--- src/design/lf_pkg.sv ---
package lf_pkg;

	localparam int MAX_SIZE = 64;
	localparam int ROW_W = 64;
	localparam int ADDR_W = $clog2(MAX_SIZE);
	localparam int GS_W = 7;
	localparam int CNT_W = $clog2(MAX_SIZE + 2);
	localparam int LANE_W = 16;
	localparam int LANES = ROW_W / LANE_W;
	localparam int NBR_W = 4;
	localparam int UNDER_LIMIT = 2;
	localparam int OVER_LIMIT = 3;

	localparam logic [1:0] REQ_WRITE = 2'd0;
	localparam logic [1:0] REQ_READ = 2'd1;
	localparam logic [1:0] REQ_ADVANCE = 2'd2;

	typedef enum logic {
		ST_IDLE,
		ST_ADV
	} state_t;

	typedef struct packed {
		logic              we;
		logic [ADDR_W-1:0] waddr;
		logic [ROW_W-1:0]  wdata;
		logic              re;
		logic [ADDR_W-1:0] raddr;
	} buf_req_t;

	function automatic logic [ROW_W-1:0] col_mask(input logic [GS_W-1:0] n);
		logic [ROW_W-1:0] m;
		if (n >= GS_W'(ROW_W)) begin
			m = '1;
		end else begin
			m = (ROW_W'(1) << n) - ROW_W'(1);
		end
		return m;
	endfunction

endpackage

--- src/design/lf_lane.sv ---
module lf_lane import lf_pkg::*; (
	input  logic [LANE_W+1:0] up,
	input  logic [LANE_W+1:0] mid,
	input  logic [LANE_W+1:0] dn,
	output logic [LANE_W-1:0] nxt
);

	always_comb begin
		logic [NBR_W-1:0] cnt;
		for (int i = 0; i < LANE_W; i++) begin
			cnt = NBR_W'(up[i]) + NBR_W'(up[i+1]) + NBR_W'(up[i+2])
				+ NBR_W'(mid[i]) + NBR_W'(mid[i+2])
				+ NBR_W'(dn[i]) + NBR_W'(dn[i+1]) + NBR_W'(dn[i+2]);
			nxt[i] = (cnt == NBR_W'(OVER_LIMIT)) || ((cnt == NBR_W'(UNDER_LIMIT)) && mid[i+1]);
		end
	end

endmodule

--- config.mk ---
export PLATFORM = sky130hd
export DESIGN_NAME = lf_lane
export DESIGN_NICKNAME = d
export VERILOG_FILES = /design/src/design/lf_pkg.sv /design/src/design/lf_lane.sv
export SDC_FILE = /design/constraint.sdc
export NUM_CORES = 1
export LEC_CHECK = 0
export ABC_AREA = 0
export BUFFER_PORTS_ARGS = -buffer_cell sky130_fd_sc_hd__clkbuf_2
export CAP_MARGIN = 20
export CORE_ASPECT_RATIO = 0.6
export CORE_MARGIN = 5
export CORE_UTILIZATION = 45
export DETAILED_ROUTE_END_ITERATION = 10
export PLACE_DENSITY = 0.83
export SETUP_SLACK_MARGIN = 0.05
export SLEW_MARGIN = 10
export SYNTH_ARGS = -nofsm -noshare
export SYNTH_HDL_FRONTEND = slang
export SYNTH_SLANG_ARGS = --single-unit
--- constraint.sdc ---
create_clock -name vclk -period 4.2
set_input_delay 0.84 -clock vclk [all_inputs]
set_output_delay 0.84 -clock vclk [all_outputs]
set_load 0.005 [all_outputs]
==> run_results.csv <==
group,metric,value,unit
floorplanning,initial_core_util,45.7,%
cells_and_area,final_cell_mix,"inv_1 (83), clkbuf_2 (50), fa_1 (48), buf_4 (34), ha_1 (32)",
logic_synthesis,ys.warnings.count,0,
logic_synthesis,synth_area,2740,sq um
route,drt-pass1-iter-count,4,
placement,port_buffers,70,
timing,setup_viol_count_final,16,
setup_path,worstSetupEndpointType,"output port",
cells_and_area,fin_util,62.2,%
cells_and_area,syn_to_final_growth,36.1,%
global_route,grt-ovfl-total,0,
timing,fmaxAchievable,0.226,GHz
route,drt_iter0_markers,48,
route,route.final.wire_length,6830,um
timing,slew_headroom,85.1,%
pwr,ir_drop,0.000136,V
timing,setup_tns,-2.84,ns
floorplanning,die_area,7800,sq um
setup_path,critical_path_required,3.36,ns
cells_and_area,antenna_cells,0,
floorplanning,pin_count,70,
cells_and_area,final_layout_size_suffix_gt1_share,44.7,%
global_route,grt_first_pass_wirelength,11300,um
setup_path,worstSetupStartpointType,"primary input",
cells_and_area,regArea,0,sq um
worst_hold_path,holdPathStages,4,
clocking,cts_hold_buf,0,
setup_path,critPathMaxFanout,2,
timing,final.period_utilization,105,%
cells_and_area,nClkBuffers,0,
logic_synthesis,synth.largest_area_cell,"fa_1",
route,wl_per_cell,13.8,um
setup_path,arrival,3.59,ns
global_route,grt_pass1_vias,2722,
global_route,globalRouteTotalUtil,17.0,%
run,max_cap_viol_count,0,
pwr,comb_power_share,100.0,%
cells_and_area,final_common_cell,"inv_1",
logic_synthesis,netlist_instances,309,
logic_synthesis,synth_top_area_share,46.7,%
floorplanning,die_h,70.5,um
setup_path,path_class,"in -> out",
timing,rsz0062_at_grt,"true",
floorplanning,core,6000,sq um
timing,hold_viol,0,
pwr,p_int,466,uW
timing,worst_slack,-0.225,ns
placement,placed_area,3410,sq um
cells_and_area,nNetsFinal,580,
floorplanning,row_count,22,
route,ant_nets,0,
timing,tightest_slew,0.223,ns
status,outcome,"finished with violations",
placement,place.detailed.hpwl,5600,um
status,violations,"negative setup slack",
global_route,grt_max_degree,4,
pwr,power.density,258,nW/um^2
cells_and_area,nFlopsAndLatches,0,
route,post-route-drc-count,0,
logic_synthesis,yosysSeqAreaShare,0,%
route,viasPerCell,4.67,
worst_hold_path,hold_path.class,"in -> out",
timing,maxSlewViolCount,0,
cells_and_area,stdcell_area,3730,sq um
pwr,swShare,51.6,%
pwr,clock_power_share,0,%
pwr,switching_power,497,uW
logic_synthesis,avgSynthCellArea,8.87,sq um
timing,fin_crit,4.43,ns
logic_synthesis,ys_top_cells_by_area,"fa_1 (47%), ha_1 (22%), inv_1 (16%), a21oi_1 (5.8%), or2_1 (3.0%)",
pwr,leakagePower,0.00201,uW
global_route,antenna_found_initial,0,
logic_synthesis,yosysUniqueCellTypes,8,
floorplanning,die_w,111,um
route,vias,2317,
pwr,seq_power_share,0,%
logic_synthesis,syn-num-nets,475,
placement,place_congestion,0.838,
## final cells by class
class,count,area [sq um]
multi-input cells,192,2510
fillers,521,2270
repair buffers,103,663
inverters,117,454
well taps,84,105
## kinds of logic after synthesis
kind of cell,after synthesis,share of synthesized area [%]
buffers and inverters,117,16.0
AO/OA/AOI/OAI,48,8.76
AND/OR/NAND/NOR,32,6.57
adder cells (fa/ha/maj),112,68.6
## per-layer routing
layer	track usage, %	wire length (um)	vias to the layer above
met5	0	0	-
met4	2.46	89	0
met3	0.952	172	8
met2	35.6	3970	45
met1	19.2	2610	1126
li1	-	-	1138
## metrics by stage
| stage | setup WS (ns) | hold WS [ns] | total power, uW | std cells |
|---|---|---|---|---|
| 2_1_floorplan | 0.0555 | 1.85 | 513 | 309 |
| 3_3_place_gp | -0.265 | 2.05 | 708 | 492 |
| 3_5_place_dp | -0.337 | 2.07 | 773 | 492 |
| 4_1_cts | -0.252 | 2.04 | 864 | 493 |
| 5_1_grt | -0.329 | 2.07 | 1110 | 496 |
| 6_report | -0.225 | 2.04 | 964 | 496 |
## cells in the mapped netlist
| cell type | number |
|---|---|
| nand3_1 | 16 |
| o21ai_0 | 16 |
| or2_1 | 13 |
| inv_1 | 117 |
| fa_1 | 64 |
| or2_0 | 3 |
| ha_1 | 48 |
| a21oi_1 | 32 |
## final timing paths
| kind | start | to |
|---|---|---|
| worst max-delay path | up[4] | nxt[3] |
| worst min-delay path | mid[4] | nxt[3] |
## power by group through the flow
| stage | Sequential (uW) | Combinational, uW | Clock (uW) |
|---|---|---|---|
| after global placement | 0 | 708 | 0 |
| after CTS | 0 | 864 | 0 |
| after global routing | 0 | 1110 | 0 |
| final | 0 | 964 | 0 |
| after detailed placement | 0 | 773 | 0 |
| after floorplan | 0 | 513 | 0 |
## critical path, stage by stage
cell and delay (ns):
buf_4 0.10, inv_4 0.04, fa_1 0.51, fa_1 0.53, fa_1 0.56, inv_2 0.05, ha_4 0.16, fa_2 0.53
o21ai_2 0.06, a21oi_2 0.08, buf_2 0.11
## repair_timing
action / CTS / global route
setup endpoints to repair: 16 / 16
resized for setup: 79 / 58
setup buffers: 1 / 3
pin swaps: 31 / 39
Power figures use the tool's default switching activity.
