--- src/design/lf_pkg.sv ---
package lf_pkg;

	localparam int MAX_SIZE = 64;
	localparam int ROW_W = 64;
	localparam int ADDR_W = $clog2(MAX_SIZE);
	localparam int GS_W = 7;
	localparam int CNT_W = $clog2(MAX_SIZE + 2);
	localparam int LANE_W = 16;
	localparam int LANES = ROW_W / LANE_W;
	localparam int NBR_W = 4;
	localparam int UNDER_LIMIT = 2;
	localparam int OVER_LIMIT = 3;

	localparam logic [1:0] REQ_WRITE = 2'd0;
	localparam logic [1:0] REQ_READ = 2'd1;
	localparam logic [1:0] REQ_ADVANCE = 2'd2;

	typedef enum logic {
		ST_IDLE,
		ST_ADV
	} state_t;

	typedef struct packed {
		logic              we;
		logic [ADDR_W-1:0] waddr;
		logic [ROW_W-1:0]  wdata;
		logic              re;
		logic [ADDR_W-1:0] raddr;
	} buf_req_t;

	function automatic logic [ROW_W-1:0] col_mask(input logic [GS_W-1:0] n);
		logic [ROW_W-1:0] m;
		if (n >= GS_W'(ROW_W)) begin
			m = '1;
		end else begin
			m = (ROW_W'(1) << n) - ROW_W'(1);
		end
		return m;
	endfunction

endpackage

--- src/design/lf_row_buf.sv ---
module lf_row_buf import lf_pkg::*; (
	input  logic             clk,
	input  logic             arst_n,
	input  buf_req_t         req,
	output logic [ROW_W-1:0] rdata
);

	logic [ROW_W-1:0]    mem [MAX_SIZE];
	logic [MAX_SIZE-1:0] valid_q;
	logic [ROW_W-1:0]    rdata_q;
	logic                rvalid_q;

	always_ff @(posedge clk) begin
		if (req.we) begin
			mem[req.waddr] <= req.wdata;
		end
		if (req.re) begin
			rdata_q <= mem[req.raddr];
		end
	end

	// rows never written since reset read as dead
	always_ff @(posedge clk or negedge arst_n) begin
		if (!arst_n) begin
			valid_q  <= '0;
			rvalid_q <= 1'b0;
		end else begin
			if (req.we) begin
				valid_q[req.waddr] <= 1'b1;
			end
			if (req.re) begin
				rvalid_q <= valid_q[req.raddr];
			end
		end
	end

	assign rdata = rvalid_q ? rdata_q : '0;

endmodule

--- config.mk ---
export PLATFORM = sky130hd
export DESIGN_NAME = lf_row_buf
export DESIGN_NICKNAME = d
export VERILOG_FILES = /design/src/design/lf_pkg.sv /design/src/design/lf_row_buf.sv
export SDC_FILE = /design/constraint.sdc
export NUM_CORES = 2
export LEC_CHECK = 0
export BUFFER_PORTS_ARGS = -buffer_cell sky130_fd_sc_hd__clkbuf_2
export CORE_ASPECT_RATIO = 1.5
export CORE_MARGIN = 2
export CORE_UTILIZATION = 30
export CTS_CLUSTER_SIZE = 40
export DETAILED_ROUTE_END_ITERATION = 8
export PLACE_DENSITY = 0.41
export SLEW_MARGIN = 5
export SYNTH_ARGS = -nofsm -noshare
export SYNTH_HDL_FRONTEND = slang
export SYNTH_SLANG_ARGS = --single-unit
--- constraint.sdc ---
create_clock -name clk -period 1.9 [get_ports clk]
set_clock_uncertainty 0.1 [all_clocks]
set_input_delay 0.285 -clock clk [delete_from_list [all_inputs] [get_ports clk]]
set_output_delay 0.285 -clock clk [all_outputs]
set_load 0.01 [all_outputs]
==> PnR_summary.wiki <==
{| class="wikitable"
! Metric !! Value
|-
| Clock latency on the worst-skew pair || 1.03 ns
|-
| Fraction of layout cells with a size suffix above 1 || 43.9%
|-
| Final worst-path cycle share || 138%
|-
| Post-synth EDFFs || 4160
|-
| Largest net degree at the start of global routing || 65
|-
| Master cell of the clock root buffer || clkbuf_16
|-
| TritonCTS clock tree || yes
|-
| Peak clock frequency supported by timing || 381 MHz
|-
| Worst slew margin || 43.5%
|-
| Cell count after synthesis || 6310
|-
| Effective utilization at floorplan || 30.1%
|-
| DRC violation count after routing || 0
|-
| Worst hold-check path type || input port to register
|-
| TritonCTS Buffers || 415
|-
| Hold Slack || 0.0441 ns
|-
| Detailed-placement wirelength estimate || 366 mm
|-
| Leading post-synthesis cells by cell area || edfxtp_1 (78%), mux4_2 (18%), dfrtp_1 (1.0%)
|-
| Final layout net count || 7959
|-
| Setup Slack @ Placement || -1.52 ns
|-
| Number of global-route vias before repair || 82.1k
|-
| DIE HEIGHT || 898 µm
|-
| Worst Slack Setup Final || -0.722 ns
|-
| Mean number of vias per cell || 5.05
|-
| Tot Pwr || 200 mW
|-
| Number of search-and-repair iterations in the first detailed-routing pass || 5
|-
| Area of the mapped netlist || 160000 µm²
|-
| DR WL/cell || 36.1 µm
|-
| Fraction of registers with async set or reset after synthesis || 1.54%
|-
| Number of port buffers || 143
|-
| CTS clock-pin slew for the worst setup and hold paths || 0.06 ns
|-
| Net count after synthesis || 6390
|-
| Iter 0 DRT Violations || 7570
|-
| Full die area || 539000 µm²
|-
| Number of fill cells || 47.8k
|-
| CP endpoint kind || output pin
|-
| Endpoints failing hold || 0
|-
| Max VDD drop || 0.715 mV
|-
| Post-route cell area || 201000 µm²
|-
| Area growth syn-to-layout || 26.1%
|-
| Placed instance area || 186000 µm²
|-
| CTS sink cnt || 4225
|-
| Final ANT Viol Nets || 0
|-
| Synthesis-stage register bit count || 4225
|-
| Overall routed net length || 554 mm
|-
| Worst Setup Path Type || register to output pin
|-
| Primary flip-flop cell chosen by synthesis mapping || edfxtp_1
|-
| Dpl cells || 14.5k
|-
| Total of endpoints with negative setup slack in the final report || 128
|-
| Total power density per cell area || 991 nW/µm²
|-
| Final RePlAce weighted congestion || 0.777
|-
| Outcome || finished, violations left
|-
| Register-to-Register Setup Slack || -0.38 ns
|-
| Number of primary I/O pins || 144
|-
| CP arrival || 2.24 ns
|-
| Count of non-filler cells in the finished layout || 15.3k
|-
| Setup repair after global routing missed its margin || true
|-
| Seq/Total Area, Yosys || 79.2%
|-
| Min cycle time layout || 2.62 ns
|-
| Worst Tran Pin Value || 0.847 ns
|-
| Vias after detailed routing || 77.4k
|-
| Overflow left after global routing || 0
|-
| Total leakage power || 64.2 nW
|-
| Failing checks || negative setup slack
|-
| Nature of the critical path startpoint || register
|-
| Number of levels in the clock H-tree || 5
|-
| Mapped Avg Cell Area || 25.3 µm²
|-
| MaxCap Viol Count || 0
|-
| Library cell with the largest summed area after synthesis || edfxtp_1
|-
| Maximum count of clock buffers along a single path || 4
|-
| Crit path required time || 1.51 ns
|-
| Leading cell type in the layout, fill and taps excluded || edfxtp_1
|-
| Number of core rows || 328
|-
| Wire length of the first global-routing pass || 742 mm
|-
| DIE WIDTH || 600 µm
|-
| Critical-path maximum fanout || 1
|-
| Combined global-route utilization of all metal layers || 20.3%
|-
| Top library cells by usage in the layout, fill and taps aside || edfxtp_1 (4160), mux4_2 (1289), buf_12 (639)
|-
| Count of unique library cells instantiated by Yosys || 29
|-
| Number of antenna violations at the first check in global routing || 28
|-
| Proportion of netlist area held by the largest area contributor || 78.2%
|-
| Number of warnings issued by yosys || 0
|-
| Placeable core region || 531000 µm²
|-
| Number of pins with negative max-slew slack in the final report || 0
|}
[sequential cells by signal, indices dropped and copies added (netlist names)]
signal    count
rvalid_q      1
valid_q      64
rdata_q      64
mem        4096
[cells in the mapped netlist, types with 2 or more instances]
library cell  number
a22oi_1          132
a311oi_1           2
a31oi_1            2
and2_1            65
buf_1             36
buf_2            111
buf_6              4
clkbuf_1         182
dfrtp_1           65
edfxtp_1        4160
inv_1              3
mux2i_1           20
mux4_2          1289
nand2_1           74
nand2b_1           3
nand3_1           10
nand3b_1           2
nor2_1            68
nor2b_1            7
nor3_1             2
or2_2             65
[final cells by class]
cell class / instances / area, µm² / area share (%)
multi-input combinational: 1748 / 33000 / 16.4
clock inverter: 256 / 2500 / 1.24
sequential: 4225 / 127000 / 62.8
antenna: 9 / 22.5 / 0.0112
timing repair buffer: 1486 / 19600 / 9.71
tap: 7095 / 8880 / 4.41
clock buffer: 512 / 10900 / 5.42
inverter: 3 / 11.3 / 0.00559
[per-layer routing]
layer | track usage (%) | wire length, µm
met5 | 0 | 0
met4 | 4.22 | 12200
met3 | 2.09 | 22000
met2 | 36.7 | 294000
met1 | 26.3 | 226000
[kinds of logic after synthesis]
family                 Yosys count  share of synthesized area [%]
AO/OA/AOI/OAI                  139                          0.653
buffers and inverters          337                          0.900
flip-flops                    4225                           79.2
multiplexers                  1309                           18.3
AND/OR/NAND/NOR                300                          0.948
[power breakdown]
part	internal (mW)	total (mW)	switching [mW]	leakage (nW)
clock	46.6	83.2	36.6	6.53
combinational	5.74	12.4	6.65	19.4
sequential	103	104	0.604	38.3
[worst max-delay path, stage by stage (launching register included)]
cell      delay (ns)
edfxtp_1        0.82
and2_4          0.28
buf_6           0.10
[final timing paths]
kind	start	end	depth (start not counted)
max in group asynchronous	arst_n	valid_q[0]$_DFFE_PN0P_	4
min in group asynchronous	arst_n	valid_q[6]$_DFFE_PN0P_	4
max reg2reg	mem[23][3]$_DFFE_PP_	rdata_q[3]$_DFFE_PP_	5
max	rdata_q[35]$_DFFE_PP_	rdata[35]	2
min reg2reg	valid_q[14]$_DFFE_PN0P_	valid_q[14]$_DFFE_PN0P_	1
min	req[77]	mem[49][55]$_DFFE_PP_	6
[what timing repair did]
action,4_1_cts,5_1_grt
gates cloned,0,8
pin swaps,84,19
setup endpoints to repair,129,132
hold buffers,81,0
hold endpoints to repair,4334,0
buffers inserted,3,6
gates resized for setup,163,167
[per-stage QoR]
| stage | TNS (ns) | util [%] |
|---|---|---|
| floorplan | -3165.43 | - |
| global placement | -824.59 | 35.0 |
| detailed placement | -888.56 | 35.0 |
| CTS | -56.45 | 37.8 |
| global route | -57.17 | 37.9 |
| finish | -50.34 | 37.9 |
(Power assumes the default switching activity.)
